$ cat src/design/msfs_pkg.sv
// ----------------------------------------------------------------------------
// msfs_pkg
// shared types and codes for the frame synchroniser controller and datapath
// ----------------------------------------------------------------------------
package msfs_pkg;

  // configuration register indexes
  localparam int CfgIdxW  = 2;
  localparam int CfgDataW = 32;

  typedef enum logic [CfgIdxW-1:0] {
    REG_SENSOR_ENABLE = 2'd0,
    REG_STRICT_MASK   = 2'd1,
    REG_STRICT_GAP    = 2'd2,
    REG_LATEST_GAP    = 2'd3
  } msfs_reg_e;

  // fixed field widths
  localparam int IndexW  = 3;
  localparam int StampW  = 64;
  localparam int MaskW   = 8;
  localparam int GapW    = 32;
  localparam int OutHndW = 16;

  typedef enum logic [1:0] {
    ST_IDLE,
    ST_PRUNE,
    ST_CHECK,
    ST_EMIT
  } msfs_state_e;

  // controller to datapath
  typedef struct packed {
    logic accept;
    logic prune_en;
    logic ptr_clr;
    logic ptr_inc;
    logic emit_load;
    logic clear_strict;
  } msfs_cmd_t;

  // datapath to controller
  typedef struct packed {
    logic arr_strict;
    logic ptr_last;
    logic full;
    logic out_free;
    logic slot_en;
    logic emit_last;
  } msfs_sts_t;

endpackage

$ cat src/design/msfs_ctrl.sv
// ----------------------------------------------------------------------------
// msfs_ctrl
// sequencer: accept, prune scan, completeness check, bundle emission
// ----------------------------------------------------------------------------
module msfs_ctrl import msfs_pkg::*; (
  input  logic      clk_i,
  input  logic      rst_ni,
  input  logic      in_valid_i,
  output logic      in_ready_o,
  input  msfs_sts_t sts_i,
  output msfs_cmd_t cmd_o
);

  msfs_state_e state_q, state_d;

  always_ff @(posedge clk_i or negedge rst_ni) begin
    if (!rst_ni) begin
      state_q <= ST_IDLE;
    end else begin
      state_q <= state_d;
    end
  end

  always_comb begin
    state_d    = state_q;
    cmd_o      = '0;
    in_ready_o = 1'b0;
    unique case (state_q)
      ST_IDLE: begin
        in_ready_o   = 1'b1;
        cmd_o.accept = in_valid_i;
        if (in_valid_i && sts_i.arr_strict) begin
          cmd_o.ptr_clr = 1'b1;
          state_d       = ST_PRUNE;
        end
      end
      ST_PRUNE: begin
        cmd_o.prune_en = 1'b1;
        if (sts_i.ptr_last) begin
          cmd_o.ptr_clr = 1'b1;
          state_d       = ST_CHECK;
        end else begin
          cmd_o.ptr_inc = 1'b1;
        end
      end
      ST_CHECK: begin
        state_d = sts_i.full ? ST_EMIT : ST_IDLE;
      end
      ST_EMIT: begin
        if (!sts_i.slot_en) begin
          // disabled slot, step over it
          if (sts_i.ptr_last) begin
            cmd_o.clear_strict = 1'b1;
            state_d            = ST_IDLE;
          end else begin
            cmd_o.ptr_inc = 1'b1;
          end
        end else if (sts_i.out_free) begin
          cmd_o.emit_load = 1'b1;
          if (sts_i.emit_last) begin
            cmd_o.clear_strict = 1'b1;
            state_d            = ST_IDLE;
          end else begin
            cmd_o.ptr_inc = 1'b1;
          end
        end
      end
      default: state_d = ST_IDLE;
    endcase
  end

endmodule

$ cat src/design/msfs_dp.sv
// ----------------------------------------------------------------------------
// msfs_dp
// slot store, config registers, gap comparator and output register
// ----------------------------------------------------------------------------
module msfs_dp import msfs_pkg::*; #(
  parameter int NUM_SENSORS = 8,
  parameter int HANDLE_BITS = 16
) (
  input  logic                   clk_i,
  input  logic                   rst_ni,
  input  logic                   cfg_we_i,
  input  logic [CfgIdxW-1:0]     cfg_idx_i,
  input  logic [CfgDataW-1:0]    cfg_wdata_i,
  input  logic [IndexW-1:0]      in_index_i,
  input  logic [HANDLE_BITS-1:0] in_handle_i,
  input  logic [StampW-1:0]      in_stamp_i,
  input  msfs_cmd_t              cmd_i,
  output msfs_sts_t              sts_o,
  output logic                   out_valid_o,
  input  logic                   out_ready_i,
  output logic [IndexW-1:0]      out_index_o,
  output logic [HANDLE_BITS-1:0] out_handle_o,
  output logic [StampW-1:0]      out_stamp_o,
  output logic                   out_last_o
);

  // slots above the width of the masks can never be enabled
  localparam int Slots = (NUM_SENSORS < MaskW) ? NUM_SENSORS : MaskW;
  localparam int PtrW  = (Slots > 1) ? $clog2(Slots) : 1;

  // config registers
  logic [MaskW-1:0] enable_q, strict_q;
  logic [GapW-1:0]  strict_gap_q, latest_gap_q;

  always_ff @(posedge clk_i or negedge rst_ni) begin
    if (!rst_ni) begin
      enable_q     <= '0;
      strict_q     <= '0;
      strict_gap_q <= '0;
      latest_gap_q <= '0;
    end else if (cfg_we_i) begin
      unique case (msfs_reg_e'(cfg_idx_i))
        REG_SENSOR_ENABLE: enable_q     <= cfg_wdata_i[MaskW-1:0];
        REG_STRICT_MASK:   strict_q     <= cfg_wdata_i[MaskW-1:0];
        REG_STRICT_GAP:    strict_gap_q <= cfg_wdata_i[GapW-1:0];
        REG_LATEST_GAP:    latest_gap_q <= cfg_wdata_i[GapW-1:0];
        default: ;
      endcase
    end
  end

  logic [Slots-1:0] en_v, strict_v;
  assign en_v     = enable_q[Slots-1:0];
  assign strict_v = strict_q[Slots-1:0];

  // arrival decode
  logic            in_hit;
  logic [PtrW-1:0] in_slot;
  assign in_hit  = ({{(32-IndexW){1'b0}}, in_index_i} < 32'(Slots));
  assign in_slot = PtrW'(in_index_i);

  // slot store
  logic [Slots-1:0]       valid_q, valid_d;
  logic [HANDLE_BITS-1:0] handle_q [Slots];
  logic [StampW-1:0]      stamp_q  [Slots];
  logic [StampW-1:0]      arr_stamp_q;
  logic [PtrW-1:0]        ptr_q;
  logic                   store;

  assign store = cmd_i.accept && in_hit && en_v[in_slot];

  always_ff @(posedge clk_i) begin
    if (store) begin
      handle_q[in_slot] <= in_handle_i;
      stamp_q[in_slot]  <= in_stamp_i;
      arr_stamp_q       <= in_stamp_i;
    end
  end

  // gap of the scanned slot against the arrival
  logic [StampW:0]   diff_ab;
  logic [StampW-1:0] gap;
  logic [GapW-1:0]   lim;
  logic              over;

  always_comb begin
    diff_ab = {1'b0, arr_stamp_q} - {1'b0, stamp_q[ptr_q]};
    gap     = diff_ab[StampW] ? (stamp_q[ptr_q] - arr_stamp_q) : diff_ab[StampW-1:0];
    lim     = strict_v[ptr_q] ? strict_gap_q : latest_gap_q;
    over    = (|gap[StampW-1:GapW]) || (gap[GapW-1:0] > lim);
  end

  always_comb begin
    valid_d = valid_q;
    if (store) begin
      valid_d[in_slot] = 1'b1;
    end
    if (cmd_i.prune_en && en_v[ptr_q] && valid_q[ptr_q] && over) begin
      valid_d[ptr_q] = 1'b0;
    end
    if (cmd_i.clear_strict) begin
      valid_d = valid_d & ~(en_v & strict_v);
    end
  end

  always_ff @(posedge clk_i or negedge rst_ni) begin
    if (!rst_ni) begin
      valid_q <= '0;
      ptr_q   <= '0;
    end else begin
      valid_q <= valid_d;
      if (cmd_i.ptr_clr) begin
        ptr_q <= '0;
      end else if (cmd_i.ptr_inc) begin
        ptr_q <= ptr_q + PtrW'(1);
      end
    end
  end

  // any enabled slot above the pointer
  logic more;
  always_comb begin
    more = 1'b0;
    for (int j = 0; j < Slots; j++) begin
      if ((PtrW'(j) > ptr_q) && en_v[j]) begin
        more = 1'b1;
      end
    end
  end

  // output register
  logic                   out_valid_q;
  logic [IndexW-1:0]      out_index_q;
  logic [HANDLE_BITS-1:0] out_handle_q;
  logic [StampW-1:0]      out_stamp_q;
  logic                   out_last_q;
  logic [HANDLE_BITS-1:0] handle_trim;

  // bundle handles keep only their low sixteen bits
  always_comb begin
    for (int b = 0; b < HANDLE_BITS; b++) begin
      handle_trim[b] = handle_q[ptr_q][b] & (b < OutHndW);
    end
  end

  always_ff @(posedge clk_i or negedge rst_ni) begin
    if (!rst_ni) begin
      out_valid_q <= 1'b0;
    end else if (cmd_i.emit_load) begin
      out_valid_q <= 1'b1;
    end else if (out_ready_i) begin
      out_valid_q <= 1'b0;
    end
  end

  always_ff @(posedge clk_i) begin
    if (cmd_i.emit_load) begin
      out_index_q  <= IndexW'(ptr_q);
      out_handle_q <= handle_trim;
      out_stamp_q  <= stamp_q[ptr_q];
      out_last_q   <= !more;
    end
  end

  assign out_valid_o  = out_valid_q;
  assign out_index_o  = out_index_q;
  assign out_handle_o = out_handle_q;
  assign out_stamp_o  = out_stamp_q;
  assign out_last_o   = out_last_q;

  // status
  assign sts_o.arr_strict = in_hit && en_v[in_slot] && strict_v[in_slot];
  assign sts_o.ptr_last   = (ptr_q == PtrW'(Slots - 1));
  assign sts_o.full       = &(valid_q | ~en_v);
  assign sts_o.out_free   = !out_valid_q || out_ready_i;
  assign sts_o.slot_en    = en_v[ptr_q];
  assign sts_o.emit_last  = !more;

endmodule

$ cat src/design/multi_sensor_frame_synchronizer.sv
// ----------------------------------------------------------------------------
// multi_sensor_frame_synchronizer
// bundles frames from several sensors whose timestamps agree within limits
// ----------------------------------------------------------------------------
// ignored, disabled or latest-group arrival is accepted in idle and stays there
// strict arrival: accept, prune scan over S = min(NUM_SENSORS, 8) slots, check;
//   if every enabled slot is valid, emission runs up to the last enabled one, stalling on the output
// first bundle entry is loaded after the check and any disabled slots below it;
//   a bundling arrival holds the input until its emission is done
// reset: controller, config registers, slot valid bits and output valid clear;
//   slot contents are left as they are and stay hidden until rewritten
module multi_sensor_frame_synchronizer import msfs_pkg::*; #(
  parameter int NUM_SENSORS = 8,
  parameter int HANDLE_BITS = 16
) (
  input  logic                clk_i,
  input  logic                rst_ni,
  // configuration write port
  input  logic                cfg_we_i,
  input  logic [CfgIdxW-1:0]  cfg_idx_i,
  input  logic [CfgDataW-1:0] cfg_wdata_i,
  // frame arrivals
  input  logic                s_axis_tvalid,
  output logic                s_axis_tready,
  // sensor_index, frame_handle, stamp_us (lowest bit up), zero padded
  input  logic [((IndexW + HANDLE_BITS + StampW + 7) / 8) * 8 - 1:0] s_axis_tdata,
  // bundle entries
  output logic                m_axis_tvalid,
  input  logic                m_axis_tready,
  // slot_index, bundle_handle, bundle_stamp (lowest bit up), zero padded
  output logic [((IndexW + HANDLE_BITS + StampW + 7) / 8) * 8 - 1:0] m_axis_tdata,
  // marks the final entry of a bundle
  output logic                m_axis_tlast
);

  localparam int PayW  = IndexW + HANDLE_BITS + StampW;
  localparam int DataW = ((PayW + 7) / 8) * 8;

  msfs_cmd_t cmd;
  msfs_sts_t sts;

  logic [IndexW-1:0]      out_index;
  logic [HANDLE_BITS-1:0] out_handle;
  logic [StampW-1:0]      out_stamp;

  // sequencer: owns the input handshake and drives the datapath commands
  msfs_ctrl u_ctrl (
    .clk_i      (clk_i),
    .rst_ni     (rst_ni),
    .in_valid_i (s_axis_tvalid),
    .in_ready_o (s_axis_tready),
    .sts_i      (sts),
    .cmd_o      (cmd)
  );

  // slot store, gap compare and output register
  msfs_dp #(
    .NUM_SENSORS (NUM_SENSORS),
    .HANDLE_BITS (HANDLE_BITS)
  ) u_dp (
    .clk_i        (clk_i),
    .rst_ni       (rst_ni),
    .cfg_we_i     (cfg_we_i),
    .cfg_idx_i    (cfg_idx_i),
    .cfg_wdata_i  (cfg_wdata_i),
    .in_index_i   (s_axis_tdata[IndexW-1:0]),
    .in_handle_i  (s_axis_tdata[IndexW +: HANDLE_BITS]),
    .in_stamp_i   (s_axis_tdata[IndexW + HANDLE_BITS +: StampW]),
    .cmd_i        (cmd),
    .sts_o        (sts),
    .out_valid_o  (m_axis_tvalid),
    .out_ready_i  (m_axis_tready),
    .out_index_o  (out_index),
    .out_handle_o (out_handle),
    .out_stamp_o  (out_stamp),
    .out_last_o   (m_axis_tlast)
  );

  // pack result fields, zero filled up to the byte boundary
  assign m_axis_tdata = DataW'({out_stamp, out_handle, out_index});

endmodule
$ cat config.mk
export PLATFORM = sky130hd
export DESIGN_NAME = multi_sensor_frame_synchronizer
export DESIGN_NICKNAME = d
export VERILOG_FILES = /design/src/design/msfs_pkg.sv /design/src/design/msfs_ctrl.sv /design/src/design/msfs_dp.sv /design/src/design/multi_sensor_frame_synchronizer.sv
export SDC_FILE = /design/constraint.sdc
export NUM_CORES = 1
export LEC_CHECK = 0
export ABC_AREA = 0
export BUFFER_PORTS_ARGS = -buffer_cell sky130_fd_sc_hd__buf_4
export CAP_MARGIN = 5
export CORE_MARGIN = 1
export CORE_UTILIZATION = 41
export CTS_CLUSTER_DIAMETER = 100
export DETAILED_ROUTE_END_ITERATION = 6
export GPL_TIMING_DRIVEN = 1
export PLACE_DENSITY = 0.66
export SLEW_MARGIN = 10
export SYNTH_ARGS = -nofsm -noshare
export SYNTH_HDL_FRONTEND = slang
export SYNTH_SLANG_ARGS = --single-unit
$ cat constraint.sdc
create_clock -name clk_i -period 10.6 [get_ports clk_i]
set_clock_uncertainty 0.15 [all_clocks]
set_input_delay 2.12 -clock clk_i [delete_from_list [all_inputs] [get_ports clk_i]]
set_output_delay 2.12 -clock clk_i [all_outputs]
set_load 0.005 [all_outputs]
Word-level counts from Yosys, hierarchy flattened
Memories as Yosys holds them, arrays and structs flattened. A register that Yosys moved wholly into a read port is not among the register bits.
Index checks and enable logic that the tools add are counted.

word-level totals
  logic and storage cells = 137
  memories kept = 2
  latch bits = 0
  bits in read-only memories = 0
  register bits after elaboration = 226
  RAM bits = 640

cells by class
  add/subtract/negate cells = 3
  multiply operators = 0
  reduce and logical (&&, ||, !) cells = 31
  bitwise logic cells = 8
  div/mod/pow operators = 0
  magnitude comparators = 13
  mux-type cells = 56
  equality and inequality tests = 12
  shift operators = 0

memory list
  name           depth  bits a word  rd ports  clocked after Yosys merged registers in  wr ports  RTL line       text
  u_dp.stamp_q   8      64           1         0                                        1         msfs_dp.sv:65  logic [StampW-1:0] stamp_q [Slots];
  u_dp.handle_q  8      16           1         1                                        1         msfs_dp.sv:64  logic [HANDLE_BITS-1:0] handle_q [Slots];

operator list
  cell                                                               count
  subtractor 64 x 64 -> 65 bit                                       1
  2-to-1 mux 64 bit                                                  1
  subtractor 64 bit                                                  1
  > comparator 32 bit                                                1
  2-to-1 mux 32 bit                                                  1
  OR reduction 32 bit                                                1
  2-to-1 mux 1 bit                                                   30
  bitwise AND 8 bit                                                  3
  2-to-1 mux 8 bit                                                   3
  NOT 8 bit                                                          3
  logical AND 1 bit                                                  16
  2-to-1 mux 2 bit                                                   8
  bitwise OR 8 bit                                                   2
  binary-select mux 1 bit (select 3 bit)                             5
  > comparator 3 bit, first input constant                           4
  2-to-1 mux 3 bit                                                   3
  equality test 2 bit, second input constant                         4
  less-than comparator 3 x 4 -> 1 bit, second input constant         2
  one-hot mux 2 bit (4 select lines)                                 1
  AND reduction 2 bit                                                4
  AND reduction 8 bit                                                1
  demux 1 bit (select 3 bit)                                         2
  greater-or-equal comparator 3 x 1 -> 1 bit, second input constant  2
  > comparator 1 x 3 -> 1 bit, first input constant                  2
  14 further kinds                                                   22

Longest topological paths before layout
Gate-level depths: netlist of run 1.

  depth in word-level cells = 16
  gate-level depth with buffers = 37
  depth with buffers taken out = 31

Hierarchy
A second synthesis of run 1 with hierarchy kept.

second synthesis, totals
  cells, all modules = 3082
  area total of the unflattened synthesis = 40820.4 um2

modules (own cells, without submodules)
  module                           instances  area each (um2)  cells an instance
  msfs_dp                          1          40573.9          3049
  msfs_ctrl                        1          205.2            27
  multi_sensor_frame_synchronizer  1          41.3             6

Least setup slack after synthesis of run 1
OpenSTA, ideal clock, no wires.

  kind = input to register
  start = in s_axis_tdata[1]
  end = reg u_dp.valid_q[0]
  arrival time = 11.016 ns
  required time = 10.347 ns
  setup time = 0.103 ns
  stages on the path = 8
  path buffers = 1
  path slack = -0.669 ns
  path through = clkbuf_1 > mux4_2 > mux2i_1 > and3b_1 > nand2b_1 > nor3_1 > o22ai_1 > a41oi_2

on the way
  elaborated cells between the ends (all ways) = 14
  classes of those cells = order compare (2); mux (7); bitwise (3); reduce/logical (2)

RTL lines
  what                                        RTL line                               text
  from (decl)                                 multi_sensor_frame_synchronizer.sv:26  input logic [((IndexW + HANDLE_BITS + StampW + 7) / 8) * 8 - 1:0] s_axis_tdata,
  binary-select mux 1 bit (select 3 bit) (*)  msfs_dp.sv:70                          assign store = cmd_i.accept && in_hit && en_v[in_slot];
  2-to-1 mux 1 bit (implied by the code) (*)  msfs_dp.sv:70
  logical AND 1 bit (*)                       msfs_dp.sv:70
  named net u_dp.store                        msfs_dp.sv:68                          logic store;
  2-to-1 mux 8 bit (*)                        msfs_dp.sv:95                          if (store) begin
  bitwise AND 8 bit (no source line)          n/a
  2-to-1 mux 8 bit (*)                        msfs_dp.sv:98                          if (cmd_i.prune_en && en_v[ptr_q] && valid_q[ptr_q] && over) begin
  bitwise AND 8 bit                           msfs_dp.sv:102                         valid_d = valid_d & ~(en_v & strict_v);
  2-to-1 mux 8 bit (*)                        msfs_dp.sv:101                         if (cmd_i.clear_strict) begin
  named net u_dp.valid_d[0]                   msfs_dp.sv:63                          logic [Slots-1:0] valid_q, valid_d;
  to (signal assigned)                        msfs_dp.sv:111                         valid_q <= valid_d;
  to (decl)                                   msfs_dp.sv:63

Mark *: on every way through the listed nets, which the timed path passes. The rest lies on a longest branch. The select of a mux whose other input is x is not followed.
A chain may end at the register's enable or synchronous reset.

Worst setup path in the final report of run 1
  start = reg u_dp.ptr_q[2]
  end = reg u_dp.valid_q[0]

on the way
  cells in the longest elaborated chain, start to end = 15
  elaborated cells between the ends (all ways) = 57
  classes of those cells = add/sub (2); order compare (11); eq/ne (1); mux (25); bitwise (3); reduce/logical (14); memory (1)

RTL lines
  what                                                                                   RTL line        text
  from (decl)                                                                            msfs_dp.sv:67   logic [PtrW-1:0] ptr_q;
  from (signal assigned)                                                                 msfs_dp.sv:115  ptr_q <= ptr_q + PtrW'(1);
  parallel branches: the longest is 14 deep, another holds subtractor 64 x 64 -> 65 bit  n/a
  2-to-1 mux 8 bit (*)                                                                   msfs_dp.sv:101
  named net u_dp.valid_d[0]                                                              msfs_dp.sv:63

Mark *: on every way through the listed nets, which the timed path passes. The select of a mux whose other input is x is not followed.

==> results of run 1 <==
[worst max-delay path, stage by stage (launching register included)]
cell	delay [ns]
dfrtp_1	0.76
and3_4	0.77
buf_4	0.35
a22oi_1	0.12
and4_1	0.24
ha_1	0.51
a21oi_1	0.28
o21ai_0	0.30
a22o_1	0.28
o311a_1	0.38
nor3_1	0.36
nand2_2	0.65
a211oi_1	0.46
a21oi_1	0.09
xor2_1	0.44
ha_1	0.31
nand4_1	0.09
a21oi_1	0.07
nor3_1	0.21
o211ai_1	0.12
a21oi_1	0.17
a41oi_1	0.15
a211oi_2	0.36
o2111ai_1	0.19
nor4_2	0.33
nand4_2	0.43
a41oi_2	0.35
[power groups by stage]
stage	clock network (uW)	logic (uW)	registers (uW)
CTS	3090	8530	4250
detailed placement	0	8480	4330
finish	3050	8720	4260
floorplan	0	5770	4270
global route	3230	9430	4280
global placement	0	8480	4320
[routing by layer]
metal  routed length, um  global-route usage (%)  share of wire, %  vias to the layer above
met2               52000                    34.1                45                     1239
li1                    -                       -                 -                    12043
met5                 165                       0              0.14                        -
met1               50400                    33.2                43                    13467
met4                2650                    6.72               2.3                       26
met3               11000                    5.37               9.5                      178
[worst paths after layout]
path / startpoint / cells after the start / endpoint / slack [ns]
max reg2reg: u_dp.ptr_q[2]$_DFFE_PN0P_ / 26 / u_dp.valid_q[0]$_DFF_PN0_ / 1.41
min: u_dp.latest_gap_q[7]$_DFFE_PN0P_ / 1 / u_dp.latest_gap_q[7]$_DFFE_PN0P_ / 0.35
max in group asynchronous: rst_ni / 2 / u_dp.latest_gap_q[29]$_DFFE_PN0P_ / 7.83
max: u_dp.ptr_q[2]$_DFFE_PN0P_ / 26 / u_dp.valid_q[0]$_DFF_PN0_ / 1.41
min in group asynchronous: rst_ni / 1 / u_dp.en_v[6]$_DFFE_PN0P_ / 1.30
min reg2reg: u_dp.latest_gap_q[7]$_DFFE_PN0P_ / 1 / u_dp.latest_gap_q[7]$_DFFE_PN0P_ / 0.35
[per-stage QoR]
step                total power, uW  instances
floorplan                     10000       2973
global placement              12800       4349
detailed placement            12800       4349
CTS                           15900       4510
global route                  16900       4514
finish                        16000       4514
[placed cells by master (no fill, tap or decap), drive strengths merged, types with 16 or more instances in the layout]
master / n
nor2: 105
buf: 258
clkbuf: 110
a221oi: 17
ha: 163
nand2: 134
o21bai: 29
dfrtp: 94
a211oi: 16
nor3: 29
clkinv: 38
a31oi: 20
a21oi: 197
o211ai: 20
mux2i: 65
a21o: 45
xor2: 25
xnor2: 33
and4: 68
o21a: 20
edfxtp: 788
mux2: 78
nand4: 62
a22oi: 334
nand3: 18
inv: 170
o21ai: 115
[state kept, by name, indices dropped and copies added (netlist names)]
signal	flops
u_dp.out_index_o	3
u_dp.out_stamp_o	64
u_dp.valid_q	8
u_dp.out_handle_o	16
u_dp.ptr_q	3
u_dp.out_last_o	1
u_dp.latest_gap_q	32
u_ctrl.state_q	2
u_dp.strict_gap_q	32
u_dp.arr_stamp_q	64
u_dp.handle_q	128
u_dp.out_valid_o	1
u_dp.en_v	8
u_dp.strict_q	8
u_dp.stamp_q	512
[layout make-up]
type / count / area, um^2 / area share (%)
flip-flops and latches: 882 / 26000 / 56.3
repair buffers: 258 / 2010 / 4.36
inverters: 166 / 623 / 1.35
diodes: 4 / 10.0 / 0.0217
clock buffers: 110 / 2300 / 4.99
clock inverters: 51 / 542 / 1.17
multi-input cells: 1767 / 13100 / 28.3
well taps: 1276 / 1600 / 3.46
[cells by family after synthesis]
kind of cell | count (synthesis)
compound gates | 904
xor+xnor | 58
fa+ha+maj | 165
buf+inv | 324
flops | 882
mux | 146
other cells | 1
simple gates | 489
==> metrics.csv, run 1 <==
metric,value,unit
status,"finished, violations left",
failing checks,DRC,
Sw Ratio,45.1,%
post-synthesis mux area share,3.96,%
Nets,3455,
Post-Place Cell Area,43300,um^2
CTS tree,built,
count of flip-flops with a built-in enable after synthesis,788,
DRT iter0 DRCs,3261,
Root Driver,clkbuf_16,
Mapped Cells,2969,
Ports,218,
Post-Place Worst Slack,1.62,ns
Power Dens Cells,347,nW/um^2
total track usage,22.9,%
DP HPWL,78800,um
"Core Util, Final",47.6,%
port bufs,207,
RSZ-0062 raised after global routing,false,
grt ovf,0,
Post-CTS Hold Buffers,0,
Worst setup EP type,flop,
Leak,0.0164,uW
post_cts resized,0,
final instance area,46200,um^2
CTS HTree Levels,3,
final worst-path setup slack,1.41,ns
Tmin final,9.19,ns
compound-cell area share of the yosys netlist,15.2,%
Die X,315,um
Yosys reg bits,882,
Starting Density,41.5,%
crit path kind,flop to flop,
startpoint types,flop,
first-pass GRT wire length,169000,um
total clock sinks,882,
Worst EP arrival,9.61,ns
HP Class,flop to flop,
hold_ws,0.353,ns
routed length per instance,25.8,um
Final ANT Viol Nets,0,
Final Setup Violations,0,
part of the cycle the worst path needs,86.7,%
Clock Power Share,19.0,%
Synth area leaders,"edfxtp_1, a22oi_1, dfrtp_1",
via count,26953,
Max Freq,109,MHz
CP max FO,46,
Synth area leader,edfxtp_1,
Reg power frac,26.6,%
Die Y,315,um
Final TNS setup,0,ns
Core ar.,97000,um^2
drt total wl,116000,um
Post-synth top cells,"edfxtp_1, a22oi_1, a21oi_1",
Vias/cell,5.97,
Die ar.,99500,um^2
Yosys top cell area share,58.8,%
row cnt,114,
worst-skew pair later-pin latency,0.66,ns
clk slew on worst S/H paths,0.06,ns
yosys warns,0,
number of global-route vias before repair,25568,
Slew @ Worst Pin,1.14,ns
Post-CTS Setup Bufs,0,
final-layout fill cell count,8499,
Pint,8790,uW
Max VDD drop,0.000228,V
GPL Wtd Cong,0.961,
"Seq/Total Area, Yosys",64.6,%
mean post-synth cell area,13.6,um^2
Hold Fails Final Rpt,0,
largest net degree at the start of global routing,74,
top_reg_cell synth,edfxtp_1,
DR pass1 iterations,7,
Synth Area in Simple Gates,6.54,%
share of layout cells above drive strength 1,15.6,%
main combinational cell family by area after synthesis,compound AO/OA/AOI/OAI gates,
Max-Cap Viols,0,
Comb power frac,54.4,%
most numerous cell in the Yosys netlist,edfxtp_1,
Async SR Flop Fraction,10.7,%
Synth Area in XOR/XNOR,1.26,%
Post-Syn Area,40300,um^2
CTS Buf Count,88,
Psw,7240,uW
initial antenna violation count,17,
Layout area overhead,14.7,%
clk buf depth,3,
post-synth cell types,77,
Worst EP required,11.02,ns
Synth Area in Adders,5.16,%
"Slew Viols, Final",0,
DRC Markers,14,
Worst slew margin,23.8,%
No activity file was read; power rests on OpenSTA's default activity.
==> run 2, diff against run 1 <==
--- a/config.mk
+++ b/config.mk
@@ -10,6 +10,7 @@
 export CAP_MARGIN = 5
 export CORE_MARGIN = 1
 export CORE_UTILIZATION = 41
+export CTS_BUF_LIST = sky130_fd_sc_hd__clkbuf_16
 export CTS_CLUSTER_DIAMETER = 100
 export DETAILED_ROUTE_END_ITERATION = 6
 export GPL_TIMING_DRIVEN = 1
==> run 2 against run 1 <==
Compared with the run above: the flow still finishes with violations (DRC); highest routed layer unchanged; critical path depth unchanged; via count up 0.39%; power shrank 0.24%; maximum frequency grew 0.72%; largest power group unchanged; routed wire length about the same; combinational power barely moved; flip-flop and latch count stayed put.
==> metrics.csv, run 2 (synthesized netlist as in run 1, its figures left out) <==
metric,value,unit,change
Comb power frac,54.5,%,about the same
Root Driver,clkbuf_16,,
Post-CTS Hold Buffers,0,,unchanged
Max VDD drop,0.000225,V,-1.3%
"most common cell after layout, fill and taps aside",edfxtp_1,,
Final TNS setup,0,ns,unchanged
Worst slew margin,24.3,%,+0.54 points
Die ar.,99500,um^2,unchanged
"commonest cells after routing, fill and taps aside","edfxtp_1, a22oi_1, buf_4, a21oi_1, inv_1",,
Leak,0.0165,uW,+0.47%
Final Setup Violations,0,,unchanged
Layout area overhead,14.7,%,about the same
Die X,315,um,unchanged
Vias/cell,5.99,,+0.26%
Hold Fails Final Rpt,0,,unchanged
Max-Cap Viols,0,,unchanged
Worst EP arrival,9.54,ns,-0.07 ns
number of flip-flops under the largest register name,512,,unchanged
port bufs,207,,unchanged
Biggest register,u_dp.stamp_q,,
Pint,8760,uW,-0.38%
clk slew on worst S/H paths,0.06,ns,about the same
Die Y,315,um,unchanged
total track usage,22.9,%,about the same
CP max FO,46,,unchanged
clk buf depth,3,,unchanged
DRC Markers,24,,+10
grt ovf,0,,unchanged
Final ANT Viol Nets,0,,unchanged
Post-CTS Setup Bufs,0,,unchanged
CTS tree,built,,
post_cts resized,0,,unchanged
part of the cycle the worst path needs,86.0,%,-0.62 points
Top Registers,"u_dp.stamp_q x512, u_dp.handle_q x128",,
Reg power frac,26.6,%,about the same
crit path kind,flop to flop,,
number of global-route vias before repair,25563,,-0.020%
Sw Ratio,45.2,%,+0.076 points
"Slew Viols, Final",0,,unchanged
Worst EP required,11.02,ns,about the same
Psw,7230,uW,about the same
Nets,3455,,unchanged
startpoint types,flop,,
Max Freq,110,MHz,+0.72%
initial antenna violation count,17,,unchanged
total clock sinks,882,,unchanged
Core ar.,97000,um^2,unchanged
R2R depth,26,,unchanged
Hold Crit Depth,1,,unchanged
row cnt,114,,unchanged
largest net degree at the start of global routing,74,,unchanged
via count,27059,,+0.39%
RSZ-0062 raised after global routing,false,,
share of layout cells above drive strength 1,15.6,%,unchanged
Slew @ Worst Pin,1.13,ns,-0.00812 ns
HP Class,flop to flop,,
final-layout fill cell count,8498,,-0.012%
status,"finished, violations left",,
CTS Buf Count,88,,unchanged
GPL Wtd Cong,0.961,,unchanged
DRT iter0 DRCs,3305,,+1.3%
Starting Density,41.5,%,unchanged
Clock Power Share,18.8,%,-0.2 points
Worst setup EP type,flop,,
failing checks,DRC,,
routed length per instance,25.7,um,-0.19%
worst-skew pair later-pin latency,0.65,ns,about the same
Ports,218,,unchanged
hold_ws,0.354,ns,+0.000723 ns
DP HPWL,78800,um,unchanged
Power Dens Cells,346,nW/um^2,-0.23%
CTS HTree Levels,3,,unchanged
Tmin final,9.12,ns,-0.0659 ns
DR pass1 iterations,7,,unchanged
drt total wl,116000,um,about the same
first-pass GRT wire length,169000,um,about the same
-- run 2: path summary, 6_finish.rpt --
kind / startpoint / slack (ns) / end
min in group asynchronous: rst_ni / 1.30 / u_dp.en_v[6]$_DFFE_PN0P_
max in group asynchronous: rst_ni / 7.84 / u_dp.latest_gap_q[29]$_DFFE_PN0P_
min: u_dp.latest_gap_q[27]$_DFFE_PN0P_ / 0.35 / u_dp.latest_gap_q[27]$_DFFE_PN0P_
max: u_dp.ptr_q[2]$_DFFE_PN0P_ / 1.48 / u_dp.valid_q[0]$_DFF_PN0_
max reg2reg: u_dp.ptr_q[2]$_DFFE_PN0P_ / 1.48 / u_dp.valid_q[0]$_DFF_PN0_
min reg2reg: u_dp.latest_gap_q[27]$_DFFE_PN0P_ / 0.35 / u_dp.latest_gap_q[27]$_DFFE_PN0P_
-- run 2: per-stage QoR --
step                      utilization [%]  instances  cell area [um^2]  worst slack [ns]  total power (uW)
after floorplan                         -       2973             40300              1.62             10000
after global placement               44.7       4349             43300              1.65             12800
after detailed placement             44.7       4349             43300              1.62             12800
after CTS                            47.6       4510             46200              1.58             15800
after global routing                 47.6       4514             46200             0.946             16900
final                                47.6       4520             46200              1.48             16000
-- run 2: area by class of cell --
cell class	instances	area, um^2	area share [%]
Antenna cell	10	25.0	0.0542
Clock buffer	88	2200	4.77
Clock inverter	73	624	1.35
Inverter	166	623	1.35
Multi-Input combinational cell	1767	13100	28.3
Sequential cell	882	26000	56.3
Tap cell	1276	1600	3.46
Timing Repair Buffer	258	2010	4.36
-- run 2: worst max-delay path, stage by stage (launching register included) --
cell       delay [ns]
dfrtp_1          0.76
and3_4           0.78
buf_4            0.35
a22oi_1          0.12
and4_1           0.24
ha_1             0.51
a21oi_1          0.28
o21ai_0          0.30
a22o_1           0.29
o311a_1          0.38
nor3_1           0.36
nand2_2          0.63
a211oi_1         0.45
a21oi_1          0.09
xor2_1           0.42
ha_1             0.30
nand4_1          0.09
a21oi_1          0.06
nor3_1           0.21
o211ai_1         0.12
a21oi_1          0.17
a41oi_1          0.15
a211oi_2         0.34
o2111ai_1        0.18
nor4_2           0.32
nand4_2          0.43
a41oi_2          0.35
-- run 2: metal layers --
metal  vias to the layer above  track usage (%)  wire length [um]
met3                       191             5.37             10700
met1                     13558             33.2             50700
met2                      1232             34.1             51800
met5                         -                0               165
met4                        26             6.72              2750
li1                      12052                -                 -
-- run 2: power by group through the flow --
stage                     Combinational [uW]  Clock (uW)  Sequential, uW
after floorplan                         5770           0            4270
after global placement                  8480           0            4320
after detailed placement                8480           0            4330
after CTS                               8530        3060            4250
after global routing                    9430        3200            4280
final                                   8720        3010            4260
